==> src/sv/jaci_pkg.sv <==
// shared constants and types for the joystick axis cursor integrator
`default_nettype none

package jaci_pkg;

    localparam logic [7:0] CENTER = 8'h80;
    localparam logic [7:0] STEP_DEFAULT = 8'd12;
    localparam logic [7:0] RAMP_THRESHOLD = 8'd12;
    localparam logic [3:0] RAMP_FRAMES = 4'd10;
    localparam logic [5:0] DZ_PCT_MAX = 6'd50;
    localparam int unsigned DIV_STEPS = 8;

    typedef enum logic [1:0] {
        DIR_NONE = 2'd0,
        DIR_POS  = 2'd1,
        DIR_NEG  = 2'd2
    } t_dir;

    typedef enum logic [1:0] {
        REG_AXIS_MIN  = 2'd0,
        REG_AXIS_MAX  = 2'd1,
        REG_DZ_PCT    = 2'd2,
        REG_MAX_STEP  = 2'd3
    } t_reg_idx;

endpackage

`default_nettype wire

==> src/sv/joystick_axis_cursor_integrator_core.sv <==
// top level: axis scaling, dead zone and accelerated cursor update
// One raw sample in, one result out. A sample passes from its request to its
// result through these steps: clamp and form the rounded numerator, eight
// steps in the restoring divider (one quotient bit per cycle), the dead zone
// test and direction tracking, two steps for the squared step product and one
// to update the cursor and load the output register. A centered sample skips
// the product steps; an empty range also skips the divider. The input is
// ready again the cycle after a result is loaded. A new sample is taken once
// the previous result sits in the output register, so a result that waits
// downstream stalls the next one only at the final step. Configuration
// writes are always taken and must only come while idle.
`default_nettype none

module joystick_axis_cursor_integrator_core (
    input  wire logic        i_clk,
    input  wire logic        i_rst_n,
    input  wire logic        s_axis_tvalid,
    output logic             s_axis_tready,
    input  wire logic [15:0] s_axis_tdata,   // [15:0] raw_sample
    output logic             m_axis_tvalid,
    input  wire logic        m_axis_tready,
    output logic [15:0]      m_axis_tdata,   // [7:0] cursor_position, [15:8] normalized_axis
    input  wire logic        i_cfg_valid,
    output logic             o_cfg_ready,
    input  wire logic [1:0]  i_cfg_index,
    input  wire logic [15:0] i_cfg_data
);

    typedef enum logic [2:0] {
        ST_IDLE,
        ST_NUM,
        ST_DIV,
        ST_DZ,
        ST_SQ,
        ST_MUL,
        ST_UPD
    } t_state;

    t_state r_state;

    logic [15:0] r_axis_min;
    logic [15:0] r_axis_max;
    logic [5:0]  r_dz_pct;
    logic [7:0]  r_max_step;

    logic [7:0]  r_cursor;
    jaci_pkg::t_dir r_held_dir;
    logic [3:0]  r_held_frames;

    logic [15:0] r_raw;
    logic [23:0] r_rem;
    logic [23:0] r_div;
    logic [2:0]  r_cnt;
    logic [7:0]  r_quot;
    logic [7:0]  r_norm;
    logic [7:0]  r_mag;
    logic        r_move;
    logic [15:0] r_sq;
    logic [7:0]  r_limit;
    logic [22:0] r_prod;

    logic        r_out_valid;
    logic [15:0] r_out_data;

    // clamp and numerator
    logic        range_empty;
    logic [15:0] range_w;
    logic [15:0] clamped;
    logic [15:0] diff;
    logic [23:0] numer;

    // divider step
    logic        div_ge;
    logic [23:0] div_sub;

    // dead zone
    logic [7:0]  deflect;
    logic [5:0]  pct;
    logic [14:0] deflect_x100;
    logic [14:0] dz_bound;
    logic        in_zone;
    jaci_pkg::t_dir new_dir;

    // step limit
    logic [4:0]  ramp;
    logic [7:0]  limit_w;

    // cursor update
    logic [22:0] prod_round;
    logic [7:0]  step;
    logic [8:0]  sum_pos;
    logic [7:0]  cur_next;
    logic        out_free;

    assign s_axis_tready = (r_state == ST_IDLE);
    assign m_axis_tvalid = r_out_valid;
    assign m_axis_tdata  = r_out_data;
    assign o_cfg_ready   = 1'b1;

    always_comb begin
        range_empty = (r_axis_max <= r_axis_min);
        range_w     = r_axis_max - r_axis_min;
        if (r_raw < r_axis_min) begin
            clamped = r_axis_min;
        end else if (r_raw > r_axis_max) begin
            clamped = r_axis_max;
        end else begin
            clamped = r_raw;
        end
        diff  = clamped - r_axis_min;
        numer = {diff, 8'd0} - {8'd0, diff} + {9'd0, range_w[15:1]};

        div_ge  = (r_rem >= r_div);
        div_sub = r_rem - r_div;

        deflect      = (r_quot >= jaci_pkg::CENTER) ? (r_quot - jaci_pkg::CENTER)
                                                    : (jaci_pkg::CENTER - r_quot);
        pct          = (r_dz_pct > jaci_pkg::DZ_PCT_MAX) ? jaci_pkg::DZ_PCT_MAX : r_dz_pct;
        deflect_x100 = {7'd0, deflect} * 15'd100;
        dz_bound     = {9'd0, pct} * 15'd255 + 15'd50;
        in_zone      = (deflect_x100 <= dz_bound);
        new_dir      = (r_quot < jaci_pkg::CENTER) ? jaci_pkg::DIR_NEG : jaci_pkg::DIR_POS;

        ramp = 5'd4 + {r_held_frames, 1'b0};
        if (r_max_step <= jaci_pkg::RAMP_THRESHOLD) begin
            limit_w = r_max_step;
        end else if ({3'd0, ramp} < r_max_step) begin
            limit_w = {3'd0, ramp};
        end else begin
            limit_w = r_max_step;
        end

        prod_round = r_prod + 23'd16383;
        step       = (prod_round[21:14] == 8'd0) ? 8'd1 : prod_round[21:14];
        sum_pos    = {1'b0, r_cursor} + {1'b0, step};
        if (!r_move) begin
            cur_next = r_cursor;
        end else if (r_held_dir == jaci_pkg::DIR_NEG) begin
            cur_next = (r_cursor > step) ? (r_cursor - step) : 8'd0;
        end else begin
            cur_next = sum_pos[8] ? 8'd255 : sum_pos[7:0];
        end

        out_free = !r_out_valid || m_axis_tready;
    end

    always_ff @(posedge i_clk) begin
        if (!i_rst_n) begin
            r_state       <= ST_IDLE;
            r_axis_min    <= 16'd0;
            r_axis_max    <= 16'hFFFF;
            r_dz_pct      <= 6'd12;
            r_max_step    <= jaci_pkg::STEP_DEFAULT;
            r_cursor      <= jaci_pkg::CENTER;
            r_held_dir    <= jaci_pkg::DIR_NONE;
            r_held_frames <= 4'd0;
            r_out_valid   <= 1'b0;
        end else begin
            if (r_out_valid && m_axis_tready && r_state != ST_UPD) begin
                r_out_valid <= 1'b0;
            end

            if (i_cfg_valid) begin
                unique case (jaci_pkg::t_reg_idx'(i_cfg_index))
                    jaci_pkg::REG_AXIS_MIN: r_axis_min <= i_cfg_data;
                    jaci_pkg::REG_AXIS_MAX: r_axis_max <= i_cfg_data;
                    jaci_pkg::REG_DZ_PCT:   r_dz_pct   <= i_cfg_data[5:0];
                    jaci_pkg::REG_MAX_STEP: begin
                        r_max_step    <= (i_cfg_data[7:0] == 8'd0) ? jaci_pkg::STEP_DEFAULT
                                                                   : i_cfg_data[7:0];
                        r_held_dir    <= jaci_pkg::DIR_NONE;
                        r_held_frames <= 4'd0;
                    end
                    default: ;
                endcase
            end

            unique case (r_state)
                ST_IDLE: begin
                    if (s_axis_tvalid) begin
                        r_raw   <= s_axis_tdata;
                        r_state <= ST_NUM;
                    end
                end
                ST_NUM: begin
                    if (range_empty) begin
                        r_quot  <= jaci_pkg::CENTER;
                        r_state <= ST_DZ;
                    end else begin
                        r_rem   <= numer;
                        r_div   <= {1'b0, range_w, 7'd0};
                        r_cnt   <= 3'd0;
                        r_state <= ST_DIV;
                    end
                end
                ST_DIV: begin
                    if (div_ge) begin
                        r_rem <= div_sub;
                    end
                    r_quot <= {r_quot[6:0], div_ge};
                    r_div  <= {1'b0, r_div[23:1]};
                    r_cnt  <= r_cnt + 3'd1;
                    if (r_cnt == 3'(jaci_pkg::DIV_STEPS - 1)) begin
                        r_state <= ST_DZ;
                    end
                end
                ST_DZ: begin
                    if (in_zone) begin
                        r_norm        <= jaci_pkg::CENTER;
                        r_move        <= 1'b0;
                        r_held_dir    <= jaci_pkg::DIR_NONE;
                        r_held_frames <= 4'd0;
                        r_state       <= ST_UPD;
                    end else begin
                        r_norm <= r_quot;
                        r_mag  <= deflect;
                        r_move <= 1'b1;
                        if (r_held_dir != new_dir) begin
                            r_held_dir    <= new_dir;
                            r_held_frames <= 4'd0;
                        end else if (r_held_frames < jaci_pkg::RAMP_FRAMES) begin
                            r_held_frames <= r_held_frames + 4'd1;
                        end
                        r_state <= ST_SQ;
                    end
                end
                ST_SQ: begin
                    r_sq    <= {8'd0, r_mag} * {8'd0, r_mag};
                    r_limit <= limit_w;
                    r_state <= ST_MUL;
                end
                ST_MUL: begin
                    r_prod  <= {8'd0, r_sq[14:0]} * {15'd0, r_limit};
                    r_state <= ST_UPD;
                end
                ST_UPD: begin
                    if (out_free) begin
                        r_cursor    <= cur_next;
                        r_out_data  <= {r_norm, cur_next};
                        r_out_valid <= 1'b1;
                        r_state     <= ST_IDLE;
                    end
                end
                default: r_state <= ST_IDLE;
            endcase
        end
    end

endmodule

`default_nettype wire

==> config.mk <==
export PLATFORM = sky130hd
export DESIGN_NAME = joystick_axis_cursor_integrator_core
export DESIGN_NICKNAME = d
export VERILOG_FILES = /design/src/sv/jaci_pkg.sv /design/src/sv/joystick_axis_cursor_integrator_core.sv
export SDC_FILE = /design/constraint.sdc
export NUM_CORES = 1
export LEC_CHECK = 0
export BUFFER_PORTS_ARGS = -buffer_cell sky130_fd_sc_hd__buf_2
export CAP_MARGIN = 20
export CORE_UTILIZATION = 40
export CTS_CLUSTER_SIZE = 30
export DETAILED_ROUTE_END_ITERATION = 6
export SKIP_LAST_GASP = 1
export SLEW_MARGIN = 20
export SYNTH_ARGS = -nofsm -noshare
export SYNTH_HDL_FRONTEND = slang
export SYNTH_SLANG_ARGS = --single-unit
==> constraint.sdc <==
create_clock -name i_clk -period 7.3 [get_ports i_clk]
set_input_delay 0.73 -clock i_clk [delete_from_list [all_inputs] [get_ports i_clk]]
set_output_delay 0.73 -clock i_clk [all_outputs]
set_load 0.01 [all_outputs]
# Yosys cells after proc, flatten, opt, wreduce, memory -nomap -nowiden
# Index checks and enable logic that the tools add are counted.
# totals
mem_count	0
out_inout_bits	19
latchBits	0
wordCells	138
ram_bits	0
input_bits	39
mem_bits_ro	0
regBits	217
# op_classes
reduce_logical	24
n_lt_le_gt_ge	12
shift	0
n_mux	43
div_mod_pow	0
n_mul	4
bitwise_logic	1
add_sub_neg	14
eq_ne	19
# op_table
op	n
case mux 24 bit (2 select lines)	2
two-way mux 8 bit	10
two-way mux 24 bit	3
two-way mux 16 bit	2
subtractor 16 bit	2
adder 24 x 15 -> 24 bit	1
greater-or-equal comparator 24 bit	1
two-way mux 4 bit	6
subtractor 24 x 16 -> 24 bit	1
subtractor 24 bit	1
adder 22 x 14 -> 22 bit, second input constant	1
multiplier 15 x 8 -> 22 bit	1
case mux 3 bit (7 select lines)	1
AND reduction 3 bit	6
greater-than comparator 16 bit	1
less-or-equal comparator 16 bit	1
zero test 8 bit	2
< comparator 16 bit	1
case mux 8 bit (2 select lines)	1
AND reduction 2 bit	8
adder 14 x 6 -> 15 bit, second input constant	1
less-or-equal comparator 15 bit	1
multiplier 8 x 8 -> 15 bit	1
multiplier 6 x 8 -> 14 bit, second input constant	1
36 further kinds	61

# Depth between registers and ports, before layout
# logic_depth
ltp_word	8
depth_mapped	35
ltp_nobuf	34

# Worst setup path before layout
# OpenSTA, ideal clock, no wires.
# synth_timing
path_type	register to register
start	reg r_raw[14]
end	reg r_rem[23] (data pin)
period_less_slack_ns	7.240
slack_ns	0.060
arrival_ns	6.980
stages_incl_launch_ff	31
setup_time_ns	0.260
path_buffers	1
required_ns	7.040
cell_sequence	edfxtp_1 > ha_1 > and4_1 > and3_1 > a221oi_1 > a21oi_1 > clkbuf_1 > mux2i_1 > o21ai_1 > ha_1 > nor2b_1 > o31a_1 > o211ai_1 > nand2_1 > a21oi_1 > o21bai_1 > a21oi_1 > o21bai_1 > a21o_1 > xor2_1 > fa_1 > inv_1 > ha_1 > and4_1 > a221o_1 > a21o_1 > o31ai_4 > o21ai_2 > o41ai_2 > xnor3_1 > mux2_2
# synth_via
elab_chain_len	8
elab_cells_between_ends	9
classes_between	add/sub (3); order compare (2); mux (4)
# synth_lines
item	line_no	source
from (decl)	joystick_axis_cursor_integrator_core.sv:50	logic [15:0] r_raw;
from (signal assigned)	joystick_axis_cursor_integrator_core.sv:181	r_raw <= s_axis_tdata;
greater-than comparator 16 bit	joystick_axis_cursor_integrator_core.sv:105	end else if (r_raw > r_axis_max) begin
two-way mux 16 bit	joystick_axis_cursor_integrator_core.sv:105	
two-way mux 16 bit *	joystick_axis_cursor_integrator_core.sv:103	if (r_raw < r_axis_min) begin
subtractor 16 bit *	joystick_axis_cursor_integrator_core.sv:110	diff = clamped - r_axis_min;
subtractor 24 x 16 -> 24 bit *	joystick_axis_cursor_integrator_core.sv:111	numer = {diff, 8'd0} - {8'd0, diff} + {9'd0, range_w[15:1]};
adder 24 x 15 -> 24 bit *	joystick_axis_cursor_integrator_core.sv:111	
two-way mux 24 bit *	joystick_axis_cursor_integrator_core.sv:186	if (range_empty) begin
case mux 24 bit (2 select lines) *	joystick_axis_cursor_integrator_core.sv:178	unique case (r_state)
to (signal assigned)	joystick_axis_cursor_integrator_core.sv:190	r_rem <= numer;
to (signal assigned)	joystick_axis_cursor_integrator_core.sv:198	r_rem <= div_sub;
to (decl)	joystick_axis_cursor_integrator_core.sv:51	logic [23:0] r_rem;
# Every way passes the cells marked *; elsewhere a longest branch is shown, timed or not. The select of a mux whose other input is x is not followed.
# A chain may end at the register's enable or synchronous reset.

# Worst setup path after layout
# layout_timing
start	reg r_raw[5]
end	reg r_rem[23] (data pin)
# The elaborated chain is that of the path after synthesis.

==> impl_metrics.tcl <==
set metrics [dict create \
    grt_max_degree 56 \
    hold_end "r_raw[3]" \
    setup_viol 0 \
    synth.largest_area_cell "edfxtp_1" \
    grt_pass1_wl_mm 79.25 \
    initial_utilization_pct 40.84 \
    cts.sinks 215 \
    synth_edf_count 151 \
    syn_inst 2227 \
    io_pins 58 \
    finalWeightedCongestion 0.9011 \
    antenna_found_initial 0 \
    hold_ws_ns 0.3384 \
    cp_data_required_time_ns 7.62 \
    cts_buffer_depth 3 \
    grt_usage_pct 18.42 \
    cts-root-buf "clkbuf_16" \
    drtIter0Drc 821 \
    hold_path_class "in -> reg" \
    worstPathArrival_ns 7.38 \
    synthTopCellsByArea "edfxtp_1, ha_1, fa_1, dfxtp_1, inv_1" \
    min_from "s_axis_tdata[3]" \
    final.min_clock_period_ns 7.065 \
    cp_max_fo 5 \
    die_w_um 229.2 \
    clkLatencyLatePin_ns 0.56 \
    wl_per_cell_um 16.11 \
    yosys_warnings 0 \
    drtPass1Iterations 5 \
    p_per_area_nw_per_um2 284.4 \
    rsz0062_at_grt "yes" \
    cts_tree "yes" \
    antenna_cells 0 \
    pre_cts_slack_ns 0.1490 \
    clk_pin_slew_worst_paths_ns 0.06 \
    drc 0 \
    place.detailed.hpwl_mm 38.10 \
    ctsHoldBuffers 0 \
    h-tree-depth 1 \
    rr_startpoint "r_raw[5]" \
    maxSlewViolCount 0 \
    synth_seq_area_share_pct 28.16 \
    io_buffers 56 \
    cts_made_buffers 28 \
    reg2reg_slack_ns 0.23 \
    crit_top_cell "o21ai_2" \
    syn_area_um2 20650 \
    worst_setup_path_end_kind "register" \
    slew-limit-headroom_pct 32.85 \
    ff_latch_area_um2 5819 \
    synth_ff_type "edfxtp_1" \
    hold_viol 0 \
    synth-seq-cells 215 \
    max_clock_freq_ghz 0.1415 \
    setup.worst_path.start_class "register" \
    worstRegToRegCells 33 \
    worst_slack_ns 0.2346 \
    grt_pass1_vias 15640 \
    reg2reg_to "r_rem[23]" \
    fillers 4856 \
    irDropWorstVdd_uv 205.6 \
    netlist_top_cells_count "inv_1, ha_1, nand2_1" \
    tightest_slew_ns 1.005 \
    power_leakage_nw 10.38 \
    final.period_utilization_pct 96.79 \
    core_um2 50580 \
    max_stage_delay_ns 0.50 \
    yosysUniqueCellTypes 73 \
    multi_input_area_um2 13690 \
    nNetsFinal 2751 \
    die_h_um 229.2 \
    worstSetupPathType "reg -> reg" \
    die-area_um2 52550 \
    wirelength_mm 48.20 \
    finClkSkew_ns 0.01145 \
    routed-via-count 15570 \
    run_status "completed" \
    grt_overflow 0 \
    crit_slowest_cell "fa_1" \
    setup_tns_ns 0 \
    drv_cap 0 \
    drive_gt1_share_pct 8.021 \
    setup.worst_path.start "r_raw[5]" \
    synth.most_common_cell "inv_1" \
    synth_area_per_cell_um2 9.275 \
    postRouteAntennaNets 0 \
    synth_top_cell_area_share_pct 21.95 \
    area_delta_synth_final_pct 11.33 \
    rows 82 \
    synth_async_sr_flop_share_pct 0 \
    min_delay_path_depth 1 \
    routed_via_density 5.205 \
]
-- worst max-delay path, delay by kind of cell, from the launching register on --
family / cells / cell delay (ns)
multiplexers: 1 / 0.26
AO/OA/AOI/OAI: 18 / 3.38
buffers and inverters: 3 / 0.34
AND/OR/NAND/NOR: 5 / 0.69
adder cells (fa/ha/maj): 4 / 1.29
flip-flops: 1 / 0.42
XOR/XNOR: 2 / 0.41
-- per-stage QoR --
stage | cell area (um^2) | utilization [%] | power (mW) | cells
floorplan | 20680 | - | 4.236 | 2233
global placement | 21780 | 43.06 | 4.942 | 2927
detailed placement | 21780 | 43.06 | 5.007 | 2927
CTS | 22780 | 45.05 | 6.490 | 2979
global route | 22990 | 45.46 | 7.085 | 2991
finish | 22990 | 45.46 | 6.539 | 2991
-- cell usage in the layout (no fill, tap or decap), types with 14 or more instances in the layout --
master,instances
and2_1,92
ha_1,283
nand4_1,14
xnor2_1,86
inv_1,289
o21ai_1,71
nand2b_1,17
o21ai_0,24
a31oi_1,14
buf_2,57
xor2_1,41
a21o_1,42
and3_1,14
mux2i_1,23
o21bai_1,34
nor2_1,119
nor3_1,36
buf_4,34
edfxtp_1,151
a21oi_1,158
nand3_1,17
clkbuf_16,34
fa_1,127
dfxtp_1,61
o211ai_1,27
nand2_1,232
o21a_1,22
nor2b_1,22
-- how the worst max path moves through the flow --
stage,to,cells past startpoint
after floorplan,r_rem[23],30
after global placement,r_rem[23],34
after detailed placement,r_rem[23],34
after CTS,r_rem[23],34
after global routing,r_rem[23],33
final,r_rem[23],33
-- power by group --
group	leakage [nW]	total [mW]	internal, mW	switching, mW
clock network	0.495	1.45	0.897	0.550
registers	1.89	1.59	1.53	0.0588
logic	7.99	3.50	1.57	1.93
-- cells by family after synthesis --
group                    count (synthesis)  synth area share [%]
multiplexers                            29                 1.442
adder cells (fa/ha/maj)                415                 29.79
XOR/XNOR                               131                 5.621
AND/OR/NAND/NOR                        602                 13.77
other                                    2               0.03636
flip-flops                             215                 28.16
AO/OA/AOI/OAI                          485                 14.84
buffers and inverters                  348                 6.342
-- flip-flops by register name, summed over array words and instances (netlist names), 14 cells and up --
signal and flops:
r_raw 16, r_axis_max 16, r_div 23, r_prod 22, r_axis_min 16, r_sq 14
r_rem 24, m_axis_tdata 16
-- per-layer routing --
layer	track usage, %	share of wire [%]	vias up
met4	3.833	1.8	0
met1	24.77	46	7456
met2	31.70	48	284
met5	0	0	-
li1	-	-	7776
met3	2.179	3.8	51
-- final cells by class --
class                           count  area share (%)
Clock buffer                       46           4.157
Clock inverter                      6          0.2013
Inverter                          290           4.734
Multi-Input combinational cell   1670           59.54
Sequential cell                   215           25.31
Tap cell                          672           3.657
Timing Repair Buffer               92           2.400
-- what timing repair did --
item	in CTS	in global routing
endpoints found under the setup margin	0	6
gates resized for setup	0	28
endpoints found under the hold margin	0	0
setup buffers	0	11
No activity file was read; power rests on OpenSTA's default activity.
